## src/hw/rtl/vnsd_pkg.sv

```systemverilog
`default_nettype none

package vnsd_pkg;

    localparam int ELEM_W      = 16;
    localparam int SUM_W       = 17;
    localparam int PROD_W      = 32;
    localparam int SQ_W        = 36;
    localparam int DOT_W       = 37;
    localparam int MAG_W       = 18;
    localparam int ROOT_W      = 38;
    localparam int MAX_DIM_DEF = 32;
    localparam int QUEUE_DEPTH = 4;

    // One word from the front end to the back end.
    typedef struct packed {
        logic signed [SUM_W-1:0] elem_sum;
        logic                    last;
        logic                    ovf;
        logic [SQ_W-1:0]         sq_a;
        logic [SQ_W-1:0]         sq_b;
        logic signed [DOT_W-1:0] dot;
    } word_t;

endpackage

`default_nettype wire

```

## src/hw/rtl/vnsd_front.sv

```systemverilog
`default_nettype none

module vnsd_front #(
    parameter int MAX_DIM = vnsd_pkg::MAX_DIM_DEF
) (
    input  logic                                 clk,
    input  logic                                 rst_n,
    input  logic                                 item_valid,
    output logic                                 item_stall,
    input  logic signed [vnsd_pkg::ELEM_W-1:0]   elem_a,
    input  logic signed [vnsd_pkg::ELEM_W-1:0]   elem_b,
    input  logic                                 last_elem,
    input  logic                                 q_ready,
    output logic                                 push,
    output vnsd_pkg::word_t                      push_word
);

    localparam int CNT_W = $clog2(MAX_DIM + 1);

    logic [CNT_W-1:0]                     cnt_reg;
    logic                                 ovf_reg;
    logic                                 s1_valid_reg;
    logic signed [vnsd_pkg::SUM_W-1:0]    s1_sum_reg;
    logic                                 s1_last_reg;
    logic                                 s1_take_reg;
    logic                                 s1_ovf_reg;
    logic [vnsd_pkg::PROD_W-2:0]          s1_sq_a_reg;
    logic [vnsd_pkg::PROD_W-2:0]          s1_sq_b_reg;
    logic signed [vnsd_pkg::PROD_W-1:0]   s1_dot_reg;
    logic [vnsd_pkg::SQ_W-1:0]            acc_a_reg;
    logic [vnsd_pkg::SQ_W-1:0]            acc_b_reg;
    logic signed [vnsd_pkg::DOT_W-1:0]    acc_dot_reg;

    logic                                 accept;
    logic                                 at_max;
    logic signed [vnsd_pkg::PROD_W-1:0]   prod_aa;
    logic signed [vnsd_pkg::PROD_W-1:0]   prod_bb;
    logic signed [vnsd_pkg::PROD_W-1:0]   prod_ab;
    logic [vnsd_pkg::SQ_W-1:0]            acc_a_next;
    logic [vnsd_pkg::SQ_W-1:0]            acc_b_next;
    logic signed [vnsd_pkg::DOT_W-1:0]    acc_dot_next;

    assign accept     = item_valid && !item_stall;
    assign push       = s1_valid_reg && q_ready;
    assign item_stall = s1_valid_reg && !q_ready;
    assign at_max     = (cnt_reg == CNT_W'(MAX_DIM));

    assign prod_aa = elem_a * elem_a;
    assign prod_bb = elem_b * elem_b;
    assign prod_ab = elem_a * elem_b;

    // A pair that came in past the maximum length still moves on, but adds nothing.
    always_comb
    begin
        acc_a_next   = acc_a_reg;
        acc_b_next   = acc_b_reg;
        acc_dot_next = acc_dot_reg;
        if (s1_take_reg)
        begin
            acc_a_next   = acc_a_reg + vnsd_pkg::SQ_W'(s1_sq_a_reg);
            acc_b_next   = acc_b_reg + vnsd_pkg::SQ_W'(s1_sq_b_reg);
            acc_dot_next = acc_dot_reg + vnsd_pkg::DOT_W'(s1_dot_reg);
        end
    end

    always_comb
    begin
        push_word.elem_sum = s1_sum_reg;
        push_word.last     = s1_last_reg;
        push_word.ovf      = s1_ovf_reg;
        push_word.sq_a     = acc_a_next;
        push_word.sq_b     = acc_b_next;
        push_word.dot      = acc_dot_next;
    end

    always_ff @(posedge clk or negedge rst_n)
    begin
        if (!rst_n)
        begin
            cnt_reg      <= '0;
            ovf_reg      <= 1'b0;
            s1_valid_reg <= 1'b0;
            acc_a_reg    <= '0;
            acc_b_reg    <= '0;
            acc_dot_reg  <= '0;
        end
        else
        begin
            if (accept)
            begin
                s1_valid_reg <= 1'b1;
                if (last_elem)
                begin
                    cnt_reg <= '0;
                    ovf_reg <= 1'b0;
                end
                else if (at_max)
                begin
                    ovf_reg <= 1'b1;
                end
                else
                begin
                    cnt_reg <= cnt_reg + CNT_W'(1);
                end
            end
            else if (push)
            begin
                s1_valid_reg <= 1'b0;
            end

            if (push)
            begin
                if (s1_last_reg)
                begin
                    acc_a_reg   <= '0;
                    acc_b_reg   <= '0;
                    acc_dot_reg <= '0;
                end
                else
                begin
                    acc_a_reg   <= acc_a_next;
                    acc_b_reg   <= acc_b_next;
                    acc_dot_reg <= acc_dot_next;
                end
            end
        end
    end

    always_ff @(posedge clk)
    begin
        if (accept)
        begin
            s1_sum_reg  <= vnsd_pkg::SUM_W'(elem_a) + vnsd_pkg::SUM_W'(elem_b);
            s1_last_reg <= last_elem;
            s1_take_reg <= !at_max;
            s1_ovf_reg  <= ovf_reg || at_max;
            s1_sq_a_reg <= prod_aa[vnsd_pkg::PROD_W-2:0];
            s1_sq_b_reg <= prod_bb[vnsd_pkg::PROD_W-2:0];
            s1_dot_reg  <= prod_ab;
        end
    end

endmodule

`default_nettype wire

```

## src/hw/rtl/vnsd_queue.sv

```systemverilog
`default_nettype none

module vnsd_queue #(
    parameter int DEPTH = vnsd_pkg::QUEUE_DEPTH
) (
    input  logic            clk,
    input  logic            rst_n,
    input  logic            push,
    input  vnsd_pkg::word_t push_word,
    output logic            q_ready,
    input  logic            pop,
    output logic            q_valid,
    output vnsd_pkg::word_t q_word
);

    localparam int PTR_W = (DEPTH > 1) ? $clog2(DEPTH) : 1;
    localparam int CNT_W = $clog2(DEPTH + 1);

    vnsd_pkg::word_t  mem [DEPTH];
    logic [PTR_W-1:0] wr_ptr_reg;
    logic [PTR_W-1:0] rd_ptr_reg;
    logic [CNT_W-1:0] cnt_reg;

    assign q_ready = (cnt_reg != CNT_W'(DEPTH));
    assign q_valid = (cnt_reg != '0);
    assign q_word  = mem[rd_ptr_reg];

    always_ff @(posedge clk or negedge rst_n)
    begin
        if (!rst_n)
        begin
            wr_ptr_reg <= '0;
            rd_ptr_reg <= '0;
            cnt_reg    <= '0;
        end
        else
        begin
            if (push)
            begin
                wr_ptr_reg <= (wr_ptr_reg == PTR_W'(DEPTH - 1)) ? '0 : wr_ptr_reg + PTR_W'(1);
            end
            if (pop)
            begin
                rd_ptr_reg <= (rd_ptr_reg == PTR_W'(DEPTH - 1)) ? '0 : rd_ptr_reg + PTR_W'(1);
            end
            if (push && !pop)
            begin
                cnt_reg <= cnt_reg + CNT_W'(1);
            end
            else if (pop && !push)
            begin
                cnt_reg <= cnt_reg - CNT_W'(1);
            end
        end
    end

    always_ff @(posedge clk)
    begin
        if (push)
        begin
            mem[wr_ptr_reg] <= push_word;
        end
    end

endmodule

`default_nettype wire

```

## src/hw/rtl/vnsd_back.sv

```systemverilog
`default_nettype none

module vnsd_back (
    input  logic                                 clk,
    input  logic                                 rst_n,
    input  logic                                 q_valid,
    input  vnsd_pkg::word_t                      q_word,
    output logic                                 pop,
    output logic                                 res_valid,
    input  logic                                 res_stall,
    output logic signed [vnsd_pkg::SUM_W-1:0]    elem_sum,
    output logic                                 done_res,
    output logic [vnsd_pkg::MAG_W-1:0]           mag_a,
    output logic [vnsd_pkg::MAG_W-1:0]           mag_b,
    output logic signed [vnsd_pkg::DOT_W-1:0]    dot_prod,
    output logic                                 length_error
);

    typedef enum logic [1:0] {
        ST_IDLE,
        ST_ROOT,
        ST_DONE
    } state_t;

    typedef struct packed {
        logic [vnsd_pkg::ROOT_W-1:0] rem;
        logic [vnsd_pkg::ROOT_W-1:0] root;
    } root_step_t;

    // One step of the bit-pair square root: one result bit settles per step.
    function automatic root_step_t root_step(
        input logic [vnsd_pkg::ROOT_W-1:0] rem,
        input logic [vnsd_pkg::ROOT_W-1:0] root,
        input logic [vnsd_pkg::ROOT_W-1:0] bit_val
    );
        logic [vnsd_pkg::ROOT_W-1:0] trial;
        root_step_t                  res;
        trial = root + bit_val;
        if (rem >= trial)
        begin
            res.rem  = rem - trial;
            res.root = (root >> 1) + bit_val;
        end
        else
        begin
            res.rem  = rem;
            res.root = root >> 1;
        end
        return res;
    endfunction

    state_t                              state_reg;
    logic                                res_valid_reg;
    logic signed [vnsd_pkg::SUM_W-1:0]   elem_sum_reg;
    logic                                done_reg;
    logic [vnsd_pkg::MAG_W-1:0]          mag_a_reg;
    logic [vnsd_pkg::MAG_W-1:0]          mag_b_reg;
    logic signed [vnsd_pkg::DOT_W-1:0]   dot_reg;
    logic                                lerr_reg;
    logic [vnsd_pkg::ROOT_W-1:0]         rem_a_reg;
    logic [vnsd_pkg::ROOT_W-1:0]         root_a_reg;
    logic [vnsd_pkg::ROOT_W-1:0]         rem_b_reg;
    logic [vnsd_pkg::ROOT_W-1:0]         root_b_reg;
    logic [vnsd_pkg::ROOT_W-1:0]         bit_reg;
    logic signed [vnsd_pkg::SUM_W-1:0]   hold_sum_reg;
    logic                                hold_ovf_reg;
    logic signed [vnsd_pkg::DOT_W-1:0]   hold_dot_reg;

    logic       out_free;
    logic       res_load;
    root_step_t step_a;
    root_step_t step_b;

    assign out_free = !res_valid_reg || !res_stall;
    assign pop      = (state_reg == ST_IDLE) && q_valid && out_free;
    // The output register takes a new word from an open pair or from a finished root.
    assign res_load = (pop && !q_word.last) || ((state_reg == ST_DONE) && out_free);

    assign step_a = root_step(rem_a_reg, root_a_reg, bit_reg);
    assign step_b = root_step(rem_b_reg, root_b_reg, bit_reg);

    assign res_valid    = res_valid_reg;
    assign elem_sum     = elem_sum_reg;
    assign done_res     = done_reg;
    assign mag_a        = mag_a_reg;
    assign mag_b        = mag_b_reg;
    assign dot_prod     = dot_reg;
    assign length_error = lerr_reg;

    always_ff @(posedge clk or negedge rst_n)
    begin
        if (!rst_n)
        begin
            state_reg     <= ST_IDLE;
            res_valid_reg <= 1'b0;
            elem_sum_reg  <= '0;
            done_reg      <= 1'b0;
            mag_a_reg     <= '0;
            mag_b_reg     <= '0;
            dot_reg       <= '0;
            lerr_reg      <= 1'b0;
            rem_a_reg     <= '0;
            root_a_reg    <= '0;
            rem_b_reg     <= '0;
            root_b_reg    <= '0;
            bit_reg       <= '0;
            hold_sum_reg  <= '0;
            hold_ovf_reg  <= 1'b0;
            hold_dot_reg  <= '0;
        end
        else
        begin
            if (res_load)
            begin
                res_valid_reg <= 1'b1;
            end
            else if (!res_stall)
            begin
                res_valid_reg <= 1'b0;
            end

            unique case (state_reg)
                ST_IDLE:
                begin
                    if (pop)
                    begin
                        if (q_word.last)
                        begin
                            rem_a_reg    <= vnsd_pkg::ROOT_W'(q_word.sq_a);
                            rem_b_reg    <= vnsd_pkg::ROOT_W'(q_word.sq_b);
                            root_a_reg   <= '0;
                            root_b_reg   <= '0;
                            bit_reg      <= vnsd_pkg::ROOT_W'(1) << (vnsd_pkg::ROOT_W - 2);
                            hold_sum_reg <= q_word.elem_sum;
                            hold_ovf_reg <= q_word.ovf;
                            hold_dot_reg <= q_word.dot;
                            state_reg    <= ST_ROOT;
                        end
                        else
                        begin
                            elem_sum_reg  <= q_word.elem_sum;
                            done_reg      <= 1'b0;
                            mag_a_reg     <= '0;
                            mag_b_reg     <= '0;
                            dot_reg       <= '0;
                            lerr_reg      <= q_word.ovf;
                        end
                    end
                end
                ST_ROOT:
                begin
                    rem_a_reg  <= step_a.rem;
                    root_a_reg <= step_a.root;
                    rem_b_reg  <= step_b.rem;
                    root_b_reg <= step_b.root;
                    bit_reg    <= bit_reg >> 2;
                    if (bit_reg == vnsd_pkg::ROOT_W'(1))
                    begin
                        state_reg <= ST_DONE;
                    end
                end
                ST_DONE:
                begin
                    if (out_free)
                    begin
                        elem_sum_reg  <= hold_sum_reg;
                        done_reg      <= 1'b1;
                        mag_a_reg     <= root_a_reg[vnsd_pkg::MAG_W-1:0];
                        mag_b_reg     <= root_b_reg[vnsd_pkg::MAG_W-1:0];
                        dot_reg       <= hold_dot_reg;
                        lerr_reg      <= hold_ovf_reg;
                        state_reg     <= ST_IDLE;
                    end
                end
                default:
                begin
                    state_reg <= ST_IDLE;
                end
            endcase
        end
    end

endmodule

`default_nettype wire

```

## src/hw/rtl/vector_norm_sum_dot.sv

```systemverilog
// Path: a word that is not last passes the front-end register and the queue into the output register.
// A last word also runs both square roots (19 steps) in the back end before its result is loaded.
// Throughput: one word per cycle while no last word is in the back end and no stall holds the flow; a last
// word holds the back end through its roots, and the queue (4 entries by default) absorbs input meanwhile.
// Reset: rst_n is asynchronous, active low; it clears all accumulators, counts and queues.
`default_nettype none

module vector_norm_sum_dot #(
    parameter int MAX_DIM     = vnsd_pkg::MAX_DIM_DEF,
    parameter int QUEUE_DEPTH = vnsd_pkg::QUEUE_DEPTH
) (
    input  logic                                 clk,
    input  logic                                 rst_n,
    input  logic                                 item_valid,
    output logic                                 item_stall,
    input  logic signed [vnsd_pkg::ELEM_W-1:0]   elem_a,
    input  logic signed [vnsd_pkg::ELEM_W-1:0]   elem_b,
    input  logic                                 last_elem,
    output logic                                 res_valid,
    input  logic                                 res_stall,
    output logic signed [vnsd_pkg::SUM_W-1:0]    elem_sum,
    output logic                                 done_res,
    output logic [vnsd_pkg::MAG_W-1:0]           mag_a,
    output logic [vnsd_pkg::MAG_W-1:0]           mag_b,
    output logic signed [vnsd_pkg::DOT_W-1:0]    dot_prod,
    output logic                                 length_error
);

    logic            push;
    vnsd_pkg::word_t push_word;
    logic            q_ready;
    logic            pop;
    logic            q_valid;
    vnsd_pkg::word_t q_word;

    vnsd_front #(
        .MAX_DIM (MAX_DIM)
    ) u_front (
        .clk        (clk),
        .rst_n      (rst_n),
        .item_valid (item_valid),
        .item_stall (item_stall),
        .elem_a     (elem_a),
        .elem_b     (elem_b),
        .last_elem  (last_elem),
        .q_ready    (q_ready),
        .push       (push),
        .push_word  (push_word)
    );

    vnsd_queue #(
        .DEPTH (QUEUE_DEPTH)
    ) u_queue (
        .clk       (clk),
        .rst_n     (rst_n),
        .push      (push),
        .push_word (push_word),
        .q_ready   (q_ready),
        .pop       (pop),
        .q_valid   (q_valid),
        .q_word    (q_word)
    );

    vnsd_back u_back (
        .clk          (clk),
        .rst_n        (rst_n),
        .q_valid      (q_valid),
        .q_word       (q_word),
        .pop          (pop),
        .res_valid    (res_valid),
        .res_stall    (res_stall),
        .elem_sum     (elem_sum),
        .done_res     (done_res),
        .mag_a        (mag_a),
        .mag_b        (mag_b),
        .dot_prod     (dot_prod),
        .length_error (length_error)
    );

endmodule

`default_nettype wire

```

## config.mk

```make
export PLATFORM = sky130hd
export DESIGN_NAME = vector_norm_sum_dot
export DESIGN_NICKNAME = d
export VERILOG_FILES = /design/src/hw/rtl/vnsd_pkg.sv /design/src/hw/rtl/vnsd_front.sv /design/src/hw/rtl/vnsd_queue.sv /design/src/hw/rtl/vnsd_back.sv /design/src/hw/rtl/vector_norm_sum_dot.sv
export SDC_FILE = /design/constraint.sdc
export NUM_CORES = 2
export LEC_CHECK = 0
export ABC_AREA = 1
export BUFFER_PORTS_ARGS = -buffer_cell sky130_fd_sc_hd__clkbuf_2
export CAP_MARGIN = 5
export CORE_MARGIN = 2
export CORE_UTILIZATION = 46
export CTS_CLUSTER_DIAMETER = 60
export DETAILED_ROUTE_END_ITERATION = 10
export GPL_ROUTABILITY_DRIVEN = 0
export HOLD_SLACK_MARGIN = 0.15
export SLEW_MARGIN = 10
export SYNTH_ARGS = -nofsm -noshare
export SYNTH_HDL_FRONTEND = slang
export SYNTH_SLANG_ARGS = --single-unit
```

## constraint.sdc

```tcl
create_clock -name clk -period 10.05 [get_ports clk]
set_input_delay 0.5025 -clock clk [delete_from_list [all_inputs] [get_ports clk]]
set_output_delay 0.5025 -clock clk [all_outputs]
set_load 0.01 [all_outputs]
```

======== After elaboration in Yosys (flattened, before gate mapping) ========
Memories as Yosys holds them, arrays and structs flattened.
Index checks and enable logic that the tools add are counted.
storage, ports and cells
  memories kept ........................... 1
  logic and storage cells ................. 166
  RAM bits ................................ 512
  input port bits ......................... 37
  flip-flop bits (word level) ............. 578
  output and inout port bits .............. 94
cells by class
  $mul .................................... 3
  add/sub/neg operators ................... 15
  $lt $le $gt $ge ......................... 2
  reduce and logical (&&, ||, !) cells .... 35
  equality and inequality tests ........... 16
  muxes and demuxes ....................... 62
memories
  memory       words  width  rd ports  clocked after Yosys merged registers in  wr ports  RTL line          text
  u_queue.mem  4      128    1         0                                        1         vnsd_queue.sv:19  vnsd_pkg::word_t mem [DEPTH];
operator list
  kind                 count
  $pmux 38 s2          5
  $mux 38              8
  $mux 37              5
  $mux 76              2
  $mux 36              4
  $add 37x38->38       2
  $add 38x38->38       2
  $ge 38x38->1         2
  $sub 38x38->38       2
  $pmux 37 s2          1
  $add 36x31->36       2
  $mux 18              4
  $pmux 18 s2          2
  $mul 16x16->31       2
  $mux 17              3
  $eq 38x1->1 const B  1
  $add 37x32->37       1
  $pmux 17 s2          1
  $mul 16x16->32       1
  $add 16x16->17       1
  $reduce_and 4->1     4
  $mux 1               14
  $ne 2x1->1 const B   7
  $mux 2               6
  other kinds (21)     51

======== Longest topological paths before layout ========
  word-level depth ........................ 6
  depth in mapped cells ................... 31
  mapped depth without buffers ............ 30

======== Modules after synthesis ========
A second synthesis with hierarchy kept.
second synthesis, totals
  cells, all modules ...................... 11,751
  area, all modules ....................... 93,387.1 um^2
by module, submodules not included
  module      cells each  area each (um^2)  seq. area each (um^2)  times used
  vnsd_front  5,904       45,406.0          6,291.0                1
  vnsd_back   4,301       27,128.5          8,032.7                1
  vnsd_queue  1,546       20,852.5          15,549.9               1

======== Worst setup path before layout ========
No wires, ideal clock.
  kind .................................... flip-flop to flip-flop
  start ................................... reg u_queue.cnt_reg[1]
  end ..................................... mem u_queue.mem[0][0] in the netlist's numbering (enable)
  setup time .............................. 617 ps
  data required time ...................... 9,433 ps
  stages on the path, launching flop included .. 7
  data arrival time ....................... 6,620 ps
  period minus slack after synthesis ...... 7,237 ps
  path buffers ............................ 2
  slack ................................... 2,813 ps
  cells stage by stage .................... dfrtp_1 > inv_1 > a31oi_2 > inv_1 > clkbuf_1 > clkbuf_1 > nor2_1
between the ends
  cells in the longest elaborated chain, start to end .. 4
RTL lines
  element                       RTL line          text
  start: declaration            vnsd_queue.sv:22  logic [CNT_W-1:0] cnt_reg;
  start signal: assignment      vnsd_queue.sv:48  cnt_reg <= cnt_reg + CNT_W'(1);
  start signal: assignment      vnsd_queue.sv:52  cnt_reg <= cnt_reg - CNT_W'(1);
  $ne 3x3->1                    vnsd_queue.sv:24  assign q_ready = (cnt_reg != CNT_W'(DEPTH));
  $logic_and 1x1->1             vnsd_front.sv:44  assign push = s1_valid_reg && q_ready;
  $mux 1                        vnsd_queue.sv:59  if (push)
  $mux 1 (not written as such)  vnsd_queue.sv:61  mem[wr_ptr_reg] <= push_word;
  end: declaration              vnsd_queue.sv:19
No other way between the ends.

======== Worst setup path after layout ========
  start ................................... in elem_b[4] in the netlist's numbering
  end ..................................... reg u_front.s1_dot_reg[31] in the netlist's numbering (data pin)
between the ends
  cells in the longest elaborated chain, start to end .. 1
RTL lines
  element                        RTL line                   text
  start: declaration             vector_norm_sum_dot.sv:17  input logic signed [vnsd_pkg::ELEM_W-1:0] elem_b,
  $mul 16x16->32                 vnsd_front.sv:50           assign prod_ab = elem_a * elem_b;
  net u_front.prod_ab (one bit)  vnsd_front.sv:38           logic signed [vnsd_pkg::PROD_W-1:0] prod_ab;
  end signal: assignment         vnsd_front.sv:139          s1_dot_reg <= prod_ab;
  end: declaration               vnsd_front.sv:29           logic signed [vnsd_pkg::PROD_W-1:0] s1_dot_reg;
The timed path passes the listed nets, and every way through them passes these cells.
A chain may end at the register's enable or synchronous reset.

==> impl_metrics.yaml <==
synthesis:
  synth-edff-count: 624
  synth.top_cell.area_share_pct: 20.7
  ys_ff_latch: 1069
  synth_ff_type: "edfxtp_1"
  syn_area_per_cell_sq_um: 8.01
  async_flop_share_pct: 41.6
  synth.most_common_cell: "nand2_1"
  synthTopCellsByArea: "edfxtp_1, fa_1, dfrtp_1, nand2_1, inv_1"
  synth.cells.most_frequent: "nand2_1, inv_1, nor2_1"
  synth_area_sq_um: 90300
  ys_seq_area_share_pct: 33.1
  syn_inst: 11300
  yosysWarnings: 0
  synth_fp_nets: 12600
  synth_area_leader_cell: "edfxtp_1"
  synth_cell_types: 57
sta:
  max_freq_mhz: 165
  layout_min_cycle_time_ns: 6.06
  drv_slew: 0
  finalHoldViolCount: 0
  tns_ns: 0
  rsz0062_at_grt: "no"
  relSlewSlack_pct: 9.96
  finalCritPeriodShare_pct: 60.3
  tightest_slew_ns: 1.34
  fin_skew_ns: 0.0451
  finalSetupViolCount: 0
clock_tree:
  path_clk_slew_ns: 0.06
  clockBufferDepth: 3
  tritoncts: "built"
  clk_latency_ns: 0.79
  cts_buffers: 131
  cts.root.buffer_cell: "clkbuf_16"
  cts_sinks: 1069
  htreeDepth: 4
setup_path:
  critPathLaunchType: "primary input"
  ff2ff_path_depth: 23
  crit_path_end_kind: "flip-flop"
  crit_type: "in -> reg"
  cp.arrival_ns: 6.57
  critPathMaxFanout: 34
  critPathRequiredTime_ns: 10.56
floorplanning:
  dieArea_sq_um: 200000
  die_x_microns: 447
  start_util_pct: 46.3
  die_h_microns: 447
  core_area_sq_um: 195000
  rows: 162
  io_pins: 131
routing:
  ant_nets: 0
  wl_per_cell_microns: 18.7
  drcViolationCount: 0
  drt_first_iter_violations: 6803
  dr.pass1.iters: 7
  via_per_inst: 5.34
  vias: 74700
  wl_microns: 261000
cells_and_area:
  fillCellCount: 18900
  final_layout_size_suffix_gt1_share_pct: 4.30
  largest_reg_flops: 512
  num-nets-final: 12500
  top_register: "u_queue.mem"
  areaGrowthSynthToFinish_pct: 8.53
  multiInputGateArea_sq_um: 51600
  seqCellArea_sq_um: 29900
global_route:
  grt_max_degree: 119
  grt.total_usage_pct: 26.2
  grt_pass1_wl_microns: 412000
  grt_pass1_vias: 73800
  antenna_found_initial: 5
  gr-total-overflow: 0
hold_path:
  hold_path_class: "in -> async"
placed_design:
  dp_hpwl_microns: 197000
  portBuffers: 130
outcome:
  outcome: "completed"
job:
  cap_violations: 0
==> worst max-delay path, stage by stage <==
cell      delay [ns]
clkbuf_2        0.70
nand2_1         0.34
fa_1            0.63
inv_1           0.07
fa_1            0.81
fa_1            0.53
fa_1            0.58
fa_1            0.43
fa_1            0.44
ha_1            0.38
a21oi_1         0.29
o21ai_0         0.14
a221oi_1        0.33
o211ai_1        0.18
xor2_1          0.18
==> cell usage in the layout, fill, tap and decap left out, types with 44 or more instances in the layout <==
| cell | n |
|---|---|
| inv_1 | 1995 |
| nor3_1 | 80 |
| buf_4 | 52 |
| dfrtp_1 | 443 |
| o211ai_1 | 44 |
| o21ai_0 | 713 |
| edfxtp_1 | 624 |
| nand3_1 | 484 |
| o22ai_1 | 113 |
| xnor2_1 | 143 |
| ha_1 | 532 |
| a21oi_1 | 422 |
| clkbuf_16 | 134 |
| a31oi_1 | 77 |
| nand2_1 | 2938 |
| o21bai_1 | 51 |
| nand4_1 | 91 |
| xor2_1 | 157 |
| fa_1 | 723 |
| clkbuf_2 | 129 |
| nor2_1 | 982 |
==> cells by family (layout without fill, tap and decap cells) <==
| logic type | Yosys count | in the layout | share of synthesized area [%] |
|---|---|---|---|
| AOI/OAI and AO/OA | 1562 | 1562 | 9.52 |
| xor gates and xnor gates | 300 | 300 | 2.91 |
| adders and majority gates | 1255 | 1255 | 23.4 |
| buffers and inverters | 2364 | 2447 | 9.93 |
| DFF | 1069 | 1069 | 33.1 |
| other | 0 | 4 | 0 |
| and+or+nand+nor | 4731 | 4731 | 21.2 |
==> area by class of cell <==
class                   instances  area share [%]
flip-flops and latches       1069            30.5
multi-input cells            7848            52.6
inverters                    2015            7.73
clock inverters                72           0.976
well taps                    2624            3.35
clock buffers                 170            3.67
repair buffers                190            1.20
diodes                          4          0.0102
==> path summary, 6_finish.rpt <==
| path | from | to | slack, ns |
|---|---|---|---|
| setup / recovery | elem_b[4] | u_front.s1_dot_reg[31] | 3.99 |
| hold / removal | rst_n | u_back.dot_prod[32] | 0.30 |
| setup reg to reg | u_back.bit_reg[2] | u_back.root_b_reg[32] | 4.26 |
| hold reg to reg | u_back.mag_b[15] | u_back.mag_b[15] | 0.47 |
| max in group asynchronous | rst_n | u_front.acc_dot_reg[2] | 7.56 |
| min in group clk | elem_b[0] | u_front.s1_sq_b_reg[0] | 0.32 |
==> routing by layer <==
metal / up-vias / GRT usage (%) / wire (microns)
met5: - / 0 / 38
met4: 6 / 8.67 / 8970
met3: 445 / 2.79 / 14600
met2: 2290 / 43.5 / 123000
met1: 36300 / 35.7 / 115000
li1: 35700 / - / -
==> repair_timing <==
item / in CTS / in global routing
buffers inserted: 0 / 0
endpoints found under the hold margin: 75 / 0
hold buffers: 3 / 0
resized for setup: 0 / 0
==> metrics by stage <==
stage / std cells / hold WS, ns / instance area (sq um) / setup WS (ns) / util, %
floorplan: 11300 / 0.207 / 90300 / 2.81 / -
global placement: 13700 / 0.454 / 93500 / 3.38 / 47.9
detailed placement: 13700 / 0.459 / 93500 / 3.27 / 47.9
CTS: 14000 / 0.267 / 98000 / 4.12 / 50.3
global route: 14000 / 0.306 / 98000 / 3.71 / 50.3
finish: 14000 / 0.299 / 98100 / 3.99 / 50.3
Power is left out: the tool's default activity adds up to more than one toggle a clock period on the data nets, which glitch-free logic cannot reach.
